**src/hdl/rau_pkg.sv**
```systemverilog
package rau_pkg;

  localparam int OPERAND_WIDTH = 32;
  localparam int DEN_WIDTH     = OPERAND_WIDTH - 1;
  localparam int WIDE          = 64;
  localparam int CNT_W         = $clog2(WIDE + 1);

  localparam logic [2:0] OP_ADD  = 3'd0;
  localparam logic [2:0] OP_DIFF = 3'd1;
  localparam logic [2:0] OP_MUL  = 3'd2;
  localparam logic [2:0] OP_DIV  = 3'd3;
  localparam logic [2:0] OP_RED  = 3'd4;

  // Control between sequencer and divider.
  typedef struct packed {
    logic start;
  } div_ctl_t;

  typedef struct packed {
    logic busy;
    logic done;
  } div_sts_t;

endpackage

```
**src/hdl/rau_divider.sv**
```systemverilog
// Signed truncating divider, one quotient bit per cycle (restoring).
module rau_divider import rau_pkg::*; (
  input  logic                   clk,
  input  logic                   rst,
  input  div_ctl_t               ctl,
  input  logic signed [WIDE-1:0] dividend,
  input  logic signed [WIDE-1:0] divisor,
  output div_sts_t               sts,
  output logic signed [WIDE-1:0] quot,
  output logic signed [WIDE-1:0] rem
);

  logic [WIDE-1:0]  q;
  logic [WIDE:0]    r;
  logic [WIDE-1:0]  dv;
  logic [CNT_W-1:0] cnt;
  logic             neg_q;
  logic             neg_r;
  logic             busy;
  logic             done;
  logic [WIDE:0]    r_sh;
  logic [WIDE:0]    r_sub;

  // One restoring step
  always_comb begin
    r_sh  = {r[WIDE-1:0], q[WIDE-1]};
    r_sub = r_sh - {1'b0, dv};
  end

  always_ff @(posedge clk) begin
    // done pulses for one cycle after the last step
    done <= !rst && !ctl.start && busy && (cnt == CNT_W'(1));
    if (rst) begin
      busy <= 1'b0;
    end else if (ctl.start) begin
      busy  <= 1'b1;
      cnt   <= CNT_W'(WIDE);
      r     <= '0;
      q     <= dividend[WIDE-1] ? WIDE'(-dividend) : dividend;
      dv    <= divisor[WIDE-1] ? WIDE'(-divisor) : divisor;
      neg_q <= dividend[WIDE-1] ^ divisor[WIDE-1];
      neg_r <= dividend[WIDE-1];
    end else if (busy) begin
      if (!r_sub[WIDE]) begin
        r <= r_sub;
        q <= {q[WIDE-2:0], 1'b1};
      end else begin
        r <= r_sh;
        q <= {q[WIDE-2:0], 1'b0};
      end
      cnt <= cnt - 1'b1;
      if (cnt == CNT_W'(1)) begin
        busy <= 1'b0;
      end
    end
  end

  assign quot     = neg_q ? WIDE'(-q) : q;
  assign rem      = neg_r ? WIDE'(-r[WIDE-1:0]) : r[WIDE-1:0];
  assign sts.busy = busy;
  assign sts.done = done;

endmodule
```
**config.mk**
```make
export PLATFORM = sky130hd
export DESIGN_NAME = rau_divider
export DESIGN_NICKNAME = d
export VERILOG_FILES = /design/src/hdl/rau_pkg.sv /design/src/hdl/rau_divider.sv
export SDC_FILE = /design/constraint.sdc
export NUM_CORES = 1
export LEC_CHECK = 0
export ABC_AREA = 1
export BUFFER_PORTS_ARGS = -buffer_cell sky130_fd_sc_hd__buf_2
export CAP_MARGIN = 20
export CORE_MARGIN = 1.5
export CORE_UTILIZATION = 30
export CTS_CLUSTER_SIZE = 30
export DETAILED_ROUTE_END_ITERATION = 16
export HOLD_SLACK_MARGIN = 0.06
export PLACE_DENSITY_LB_ADDON = 0.12
export RECOVER_POWER = 100
export SETUP_SLACK_MARGIN = 0.5
export SLEW_MARGIN = 20
export SYNTH_ARGS = -nofsm -noshare
export SYNTH_HDL_FRONTEND = slang
export SYNTH_SLANG_ARGS = --single-unit
export TNS_END_PERCENT = 100
```
**constraint.sdc**
```tcl
create_clock -name clk -period 12.55 [get_ports clk]
set_clock_uncertainty 0.15 [all_clocks]
set_input_delay 1.255 -clock clk [delete_from_list [all_inputs] [get_ports clk]]
set_output_delay 1.255 -clock clk [all_outputs]
set_load 0.01 [all_outputs]
```
==> results.py, run 1 <==
metrics = {
    "placed_design": {
        "dpl.hpwl_mm": 84.3,
        "gp_congestion": 0.987,
        "placed_area_um2": 25000,
        "io_buffer_count": 260,
    },
    "synth": {
        "synth_area_um2": 22700,
        "yosys.area_share.xor_xnor_pct": 8.90,
        "ys.flop_type": "edfxtp_1",
        "synth-simple-area-share_pct": 41.3,
        "yosysTopAreaCellShare_pct": 26.6,
        "muxShareOfSynthArea_pct": 0,
        "yosysWarnings": 0,
        "synth_fa_ha_area_share_pct": 3.94,
        "synth_top_family_by_area": "simple AND/OR/NAND/NOR gates",
        "ys_seq_elements": 203,
        "async_reset_ff_share_pct": 0,
        "synth-compound-area-share_pct": 6.22,
        "avgSynthCellArea_um2": 6.01,
        "synth_top_area_cell": "edfxtp_1",
        "synthDistinctLibCells": 49,
        "yosys-top-cells-area": "edfxtp_1, nand2_1, inv_1",
        "yosysSeqAreaShare_pct": 26.7,
        "synth_nets": 3981,
        "synthCells": 3779,
        "synth_enable_flop_cells": 201,
    },
    "timing": {
        "finalSetupViolCount": 0,
        "holdWs_ns": 0.339,
        "slew_violations": 530,
        "hold_viol_final": 0,
        "tns_ns": 0,
        "timing.fmax_ghz": 0.120,
        "period_needed_ns": 8.31,
        "tightest_slew_ns": 3.51,
        "rsz0062_at_grt": "false",
        "period_share_pct": 66.2,
        "relSlewSlack_pct": -134,
    },
    "critical_path": {
        "r2r_slack_ns": 7.93,
        "path_max_fanout": 66,
        "r2r_end": "r[63]$_SDFFCE_PP0P_",
        "path_cells": "clkbuf_1 -> clkinvlp_2 -> nor2_4 -> clkbuf_1",
        "slowest_stage": "clkinvlp_2",
        "crit_start": "ctl",
        "slowest_delay_ns": 2.74,
        "r2r_cells": 18,
        "cp-endpoint": "dv[10]$_DFFE_PP_",
        "worstPathArrival_ns": 8.25,
        "critPathLaunchType": "input port",
        "critPathRequiredTime_ns": 12.49,
        "worstReg2RegStart": "q[63]$_DFFE_PP_",
        "worst_path_most_repeated_cell": "clkbuf_1",
        "crit_type": "input port to register",
        "end_kind": "register",
    },
    "floorplanning": {
        "start_util_pct": 30.4,
        "die_x_um": 278,
        "fp.dieH_um": 278,
        "coreArea_um2": 74700,
        "die-area_um2": 77400,
        "placementRows": 100,
        "io_pins": 261,
    },
    "cells_and_area": {
        "num-nets-final": 4207,
        "fillCellCount": 8532,
        "stdcell_area_um2": 25700,
        "drive_gt1_share_pct": 6.09,
        "final_util_pct": 34.4,
        "area_delta_synth_final_pct": 13.2,
    },
    "clock_network": {
        "htree_levels": 1,
        "cts_resized": 0,
        "cts_hold_buf": 0,
        "cts_buffers": 26,
        "clock_sinks": 203,
        "root_buffer": "clkbuf_16",
        "cts_tree": "built",
        "clock_latency_ns": 0.57,
        "clk_pin_slew_ns": 0.06,
        "clk_path_buf_depth": 3,
        "cts_setup_buffers": 0,
    },
    "outcome": {
        "run_status": "finished with violations",
        "violations": "capacitance limit, slew limit",
    },
    "global_routing": {
        "grt.total_usage_pct": 25.3,
        "grt_max_degree": 67,
        "antenna_found_initial": 20,
        "grt_pass1_wl_mm": 148,
        "first_global_vias": 23800,
        "grt.overflow.total": 0,
    },
    "detailed_routing": {
        "first_pass_iters": 6,
        "drt_iter0_markers": 1936,
        "drc_errors": 0,
        "drt-total-wl_mm": 99.4,
        "vias": 24200,
        "wl_per_cell_um": 19.9,
        "routed_via_density": 4.84,
        "antenna_left": 0,
    },
    "power": {
        "power.leakage_uw": 0.0126,
        "irDropWorstVdd_mv": 0.0891,
        "p_per_area_nw_per_um2": 109,
        "power_uw": 2810,
    },
    "flow_run": {
        "maxCapViolations": 10,
    },
    "hold_path": {
        "hold_path_class": "register to register",
    },
}
per-layer routing:
layer | vias to the layer above | wire length [um] | GRT usage [%] | share of wire [%]
met4 | 24 | 3120 | 7.27 | 3.1
met1 | 11100 | 43400 | 32.4 | 44
met2 | 653 | 47400 | 44.2 | 48
met3 | 151 | 5360 | 3.45 | 5.4
met5 | - | 139 | 0 | 0.14
li1 | 12300 | - | - | -
final cells by class:
class                           instances  area, um2  share of cell area, %
Antenna cell                            7       17.5                 0.0681
Clock buffer                           29        683                   2.66
Clock inverter                         19        243                  0.944
Inverter                              685       2570                   10.0
Multi-Input combinational cell       2815      13700                   53.3
Sequential cell                       203       6080                   23.6
Tap cell                              969       1210                   4.71
Timing Repair Buffer                  274       1210                   4.72
worst min-delay path by stage:
stage / cells after the start / slack [ns] / to / startpoint
floorplan: 2 / 0.30 / busy$_SDFF_PP0_ / busy$_SDFF_PP0_
global placement: 2 / 0.33 / busy$_SDFF_PP0_ / busy$_SDFF_PP0_
detailed placement: 2 / 0.34 / busy$_SDFF_PP0_ / busy$_SDFF_PP0_
CTS: 2 / 0.35 / busy$_SDFF_PP0_ / busy$_SDFF_PP0_
global route: 2 / 0.37 / busy$_SDFF_PP0_ / busy$_SDFF_PP0_
finish: 2 / 0.34 / busy$_SDFF_PP0_ / busy$_SDFF_PP0_
cells by family (layout without fill, tap and decap cells):
| kind of cell | after synthesis | after routing |
|---|---|---|
| adder cells (fa/ha/maj) | 71 | 71 |
| buffers and inverters | 761 | 1007 |
| other | 0 | 7 |
| AO/OA/AOI/OAI | 261 | 261 |
| flip-flops | 203 | 203 |
| XOR/XNOR | 231 | 231 |
| AND/OR/NAND/NOR | 2252 | 2252 |
cells in the final DEF (no fill, tap or decap), types with 17 or more instances in the layout:
cell type / instances
a31oi_1: 17
inv_1: 675
nor3_1: 55
clkbuf_16: 27
nand2_1: 1168
nor2_1: 585
nand3_1: 271
ha_1: 70
a21oi_1: 73
o21ai_0: 144
xor2_1: 195
edfxtp_1: 201
clkbuf_1: 136
nand4_1: 92
xnor2_1: 36
nor4_1: 18
buf_2: 136
cells in the mapped netlist (7+ instances only):
master / number
clkbuf_1: 41
nor2_2: 14
ha_1: 70
nor4_1: 18
xnor2_1: 36
o21ai_0: 139
buf_1: 10
nor3_1: 54
a31oi_1: 17
nand2_1: 1167
inv_1: 675
inv_2: 8
buf_4: 7
nand2_2: 9
or2_2: 13
buf_2: 13
nand4_1: 92
nor2_1: 585
xor2_1: 195
a21oi_1: 74
nand3_1: 271
edfxtp_1: 201
o31ai_1: 7
critical path, delay by kind of cell:
kind	cells	cell delay [ns]
and+or+nand+nor	1	0.59
buffers and inverters	3	6.18
sequential cells by signal (all words and copies together) (netlist names):
| signal | cells |
|---|---|
| busy | 1 |
| r | 64 |
| cnt | 7 |
| done | 1 |
| neg_r | 1 |
| q | 64 |
| dv | 64 |
| neg_q | 1 |
power by group:
part / internal (uW) / leakage [uW] / total, uW / switching [uW]
sequential: 829 / 0.00194 / 885 / 56.2
combinational: 333 / 0.0103 / 1110 / 778
clock: 496 / 0.000440 / 817 / 321
metrics by stage:
step	cells	setup slack, ns
2_1_floorplan	3779	3.25
3_3_place_gp	4946	7.97
3_5_place_dp	4946	8.00
4_1_cts	4994	7.38
5_1_grt	4999	3.59
6_report	5001	4.24
Power figures use the tool's default switching activity.
==> run 2, diff against run 1 <==
==> constraint.sdc (replaced) <==
create_clock -name clk -period 6.8 [get_ports clk]
set_clock_uncertainty 0.15 [all_clocks]
set_input_delay 0.68 -clock clk [delete_from_list [all_inputs] [get_ports clk]]
set_output_delay 0.68 -clock clk [all_outputs]
set_load 0.01 [all_outputs]
==> results.py, run 2 (synthesis gave the netlist of run 1 again) <==
metrics = {
    "clock_network": {
        "root_buffer": "clkbuf_16",
        "cts_resized": 0,
        "clk_path_buf_depth": 3,
        "cts_setup_buffers": 0,
        "clk_pin_slew_ns": 0.06,
        "cts_buffers": 25,
        "clock_sinks": 203,
        "cts_tree": "built",
        "clock_latency_ns": 0.57,
        "htree_levels": 1,
        "cts_hold_buf": 0,
    },
    "timing": {
        "worst_slack_ns": 1.22,
        "holdWs_ns": 0.216,
        "hold_viol_final": 0,
        "tns_ns": 0,
        "slew_violations": 533,
        "timing.fmax_ghz": 0.179,
        "tightest_slew_ns": 3.71,
        "period_share_pct": 82.0,
        "rsz0062_at_grt": "false",
        "period_needed_ns": 5.58,
        "finalSetupViolCount": 0,
        "relSlewSlack_pct": -147,
    },
    "critical_path": {
        "r2r_cells": 17,
        "crit_start": "neg_q$_DFFE_PP_",
        "worstPathArrival_ns": 4.75,
        "worst_path_most_repeated_cell": "clkbuf_1",
        "path_cells": "clkbuf_1 -> inv_1 -> a31oi_1 -> xor2_1 -> clkbuf_1",
        "cp_top_family": "buffers and inverters",
        "path_max_fanout": 50,
        "r2r_end": "r[3]$_SDFFCE_PP0P_",
        "worstReg2RegStart": "q[63]$_DFFE_PP_",
        "slowest_delay_ns": 1.65,
        "slowest_stage": "clkbuf_1",
        "critPathLaunchType": "register",
        "worst-path-stages": 5,
        "critPathRequiredTime_ns": 5.97,
        "cp-endpoint": "quot[46]",
        "crit_type": "register to output pin",
        "path_buf_inv": 3,
        "end_kind": "output pin",
        "r2r_slack_ns": 1.29,
    },
    "placed_design": {
        "dpl.hpwl_mm": 83.4,
        "gp_congestion": 0.936,
        "place_ws_ns": 2.63,
        "io_buffer_count": 260,
        "placed_cells": 4944,
    },
    "floorplanning": {
        "coreArea_um2": 74700,
        "die_x_um": 278,
        "start_util_pct": 30.4,
        "die-area_um2": 77400,
        "placementRows": 100,
        "io_pins": 261,
        "fp.dieH_um": 278,
    },
    "cells_and_area": {
        "final_common_cell": "nand2_1",
        "num-nets-final": 4204,
        "layout_common_cells": "nand2_1, inv_1, nor2_1",
        "drive_gt1_share_pct": 5.80,
        "area_delta_synth_final_pct": 12.6,
        "top_regs": "dv (64), q (64), r (64)",
        "fin_cells": 4993,
    },
    "global_routing": {
        "antenna_found_initial": 18,
        "grt_max_degree": 79,
        "first_global_vias": 23700,
        "grt.total_usage_pct": 25.0,
        "grt_pass1_wl_mm": 146,
        "grt.overflow.total": 0,
    },
    "hold_path": {
        "hold_path_class": "input port to register",
    },
    "power": {
        "irDropWorstVdd_mv": 0.155,
        "power_uw": 5050,
        "p_per_area_nw_per_um2": 197,
        "power.leakage_uw": 0.0126,
    },
    "flow_run": {
        "maxCapViolations": 10,
    },
    "detailed_routing": {
        "routed_via_density": 4.80,
        "drt_iter0_markers": 1713,
        "drc_errors": 0,
        "wl_per_cell_um": 19.7,
        "antenna_left": 0,
        "drt-total-wl_mm": 98.4,
        "vias": 24000,
        "first_pass_iters": 6,
    },
    "outcome": {
        "violations": "capacitance limit, slew limit",
        "run_status": "finished with violations",
    },
}
run 2: through the flow:
| stage | cell area (um2) | util (%) |
|---|---|---|
| floorplan | 22700 | - |
| finish | 25600 | 34.2 |
| detailed placement | 25000 | 33.5 |
| CTS | 25800 | 34.6 |
| global route | 25600 | 34.2 |
| global placement | 25000 | 33.5 |
run 2: metal layers:
layer,vias to the layer above,part of all wire (%),track usage [%]
li1,12300,-,-
met1,10900,44,32.2
met2,651,48,43.5
met3,129,5.1,3.08
met4,24,2.9,7.02
met5,-,0.14,0
run 2: worst min path at each step:
stage	endpoint	startpoint	cells after the start	slack [ns]
after global routing	busy$_SDFF_PP0_	rst	2	0.21
after floorplan	busy$_SDFF_PP0_	busy$_SDFF_PP0_	2	0.30
after global placement	busy$_SDFF_PP0_	busy$_SDFF_PP0_	2	0.34
after detailed placement	busy$_SDFF_PP0_	busy$_SDFF_PP0_	2	0.35
final	dv[0]$_DFFE_PP_	divisor[0]	1	0.22
after CTS	dv[0]$_DFFE_PP_	divisor[0]	1	0.15
run 2: area by class of cell:
type,count,area (um2)
Tap cell,969,1210
Clock inverter,16,186
Clock buffer,29,641
Multi-Input combinational cell,2815,13700
Fill cell,8554,49100
Sequential cell,203,6080
Antenna cell,4,10.0
Inverter,685,2570
Timing Repair Buffer,272,1210
run 2: where the power goes:
part / switching (uW) / leakage, uW / internal [uW] / total [uW]
sequential: 109 / 0.00194 / 1530 / 1640
combinational: 1410 / 0.0102 / 609 / 2020
clock: 600 / 0.000406 / 796 / 1400
total: 2120 / 0.0126 / 2930 / 5050
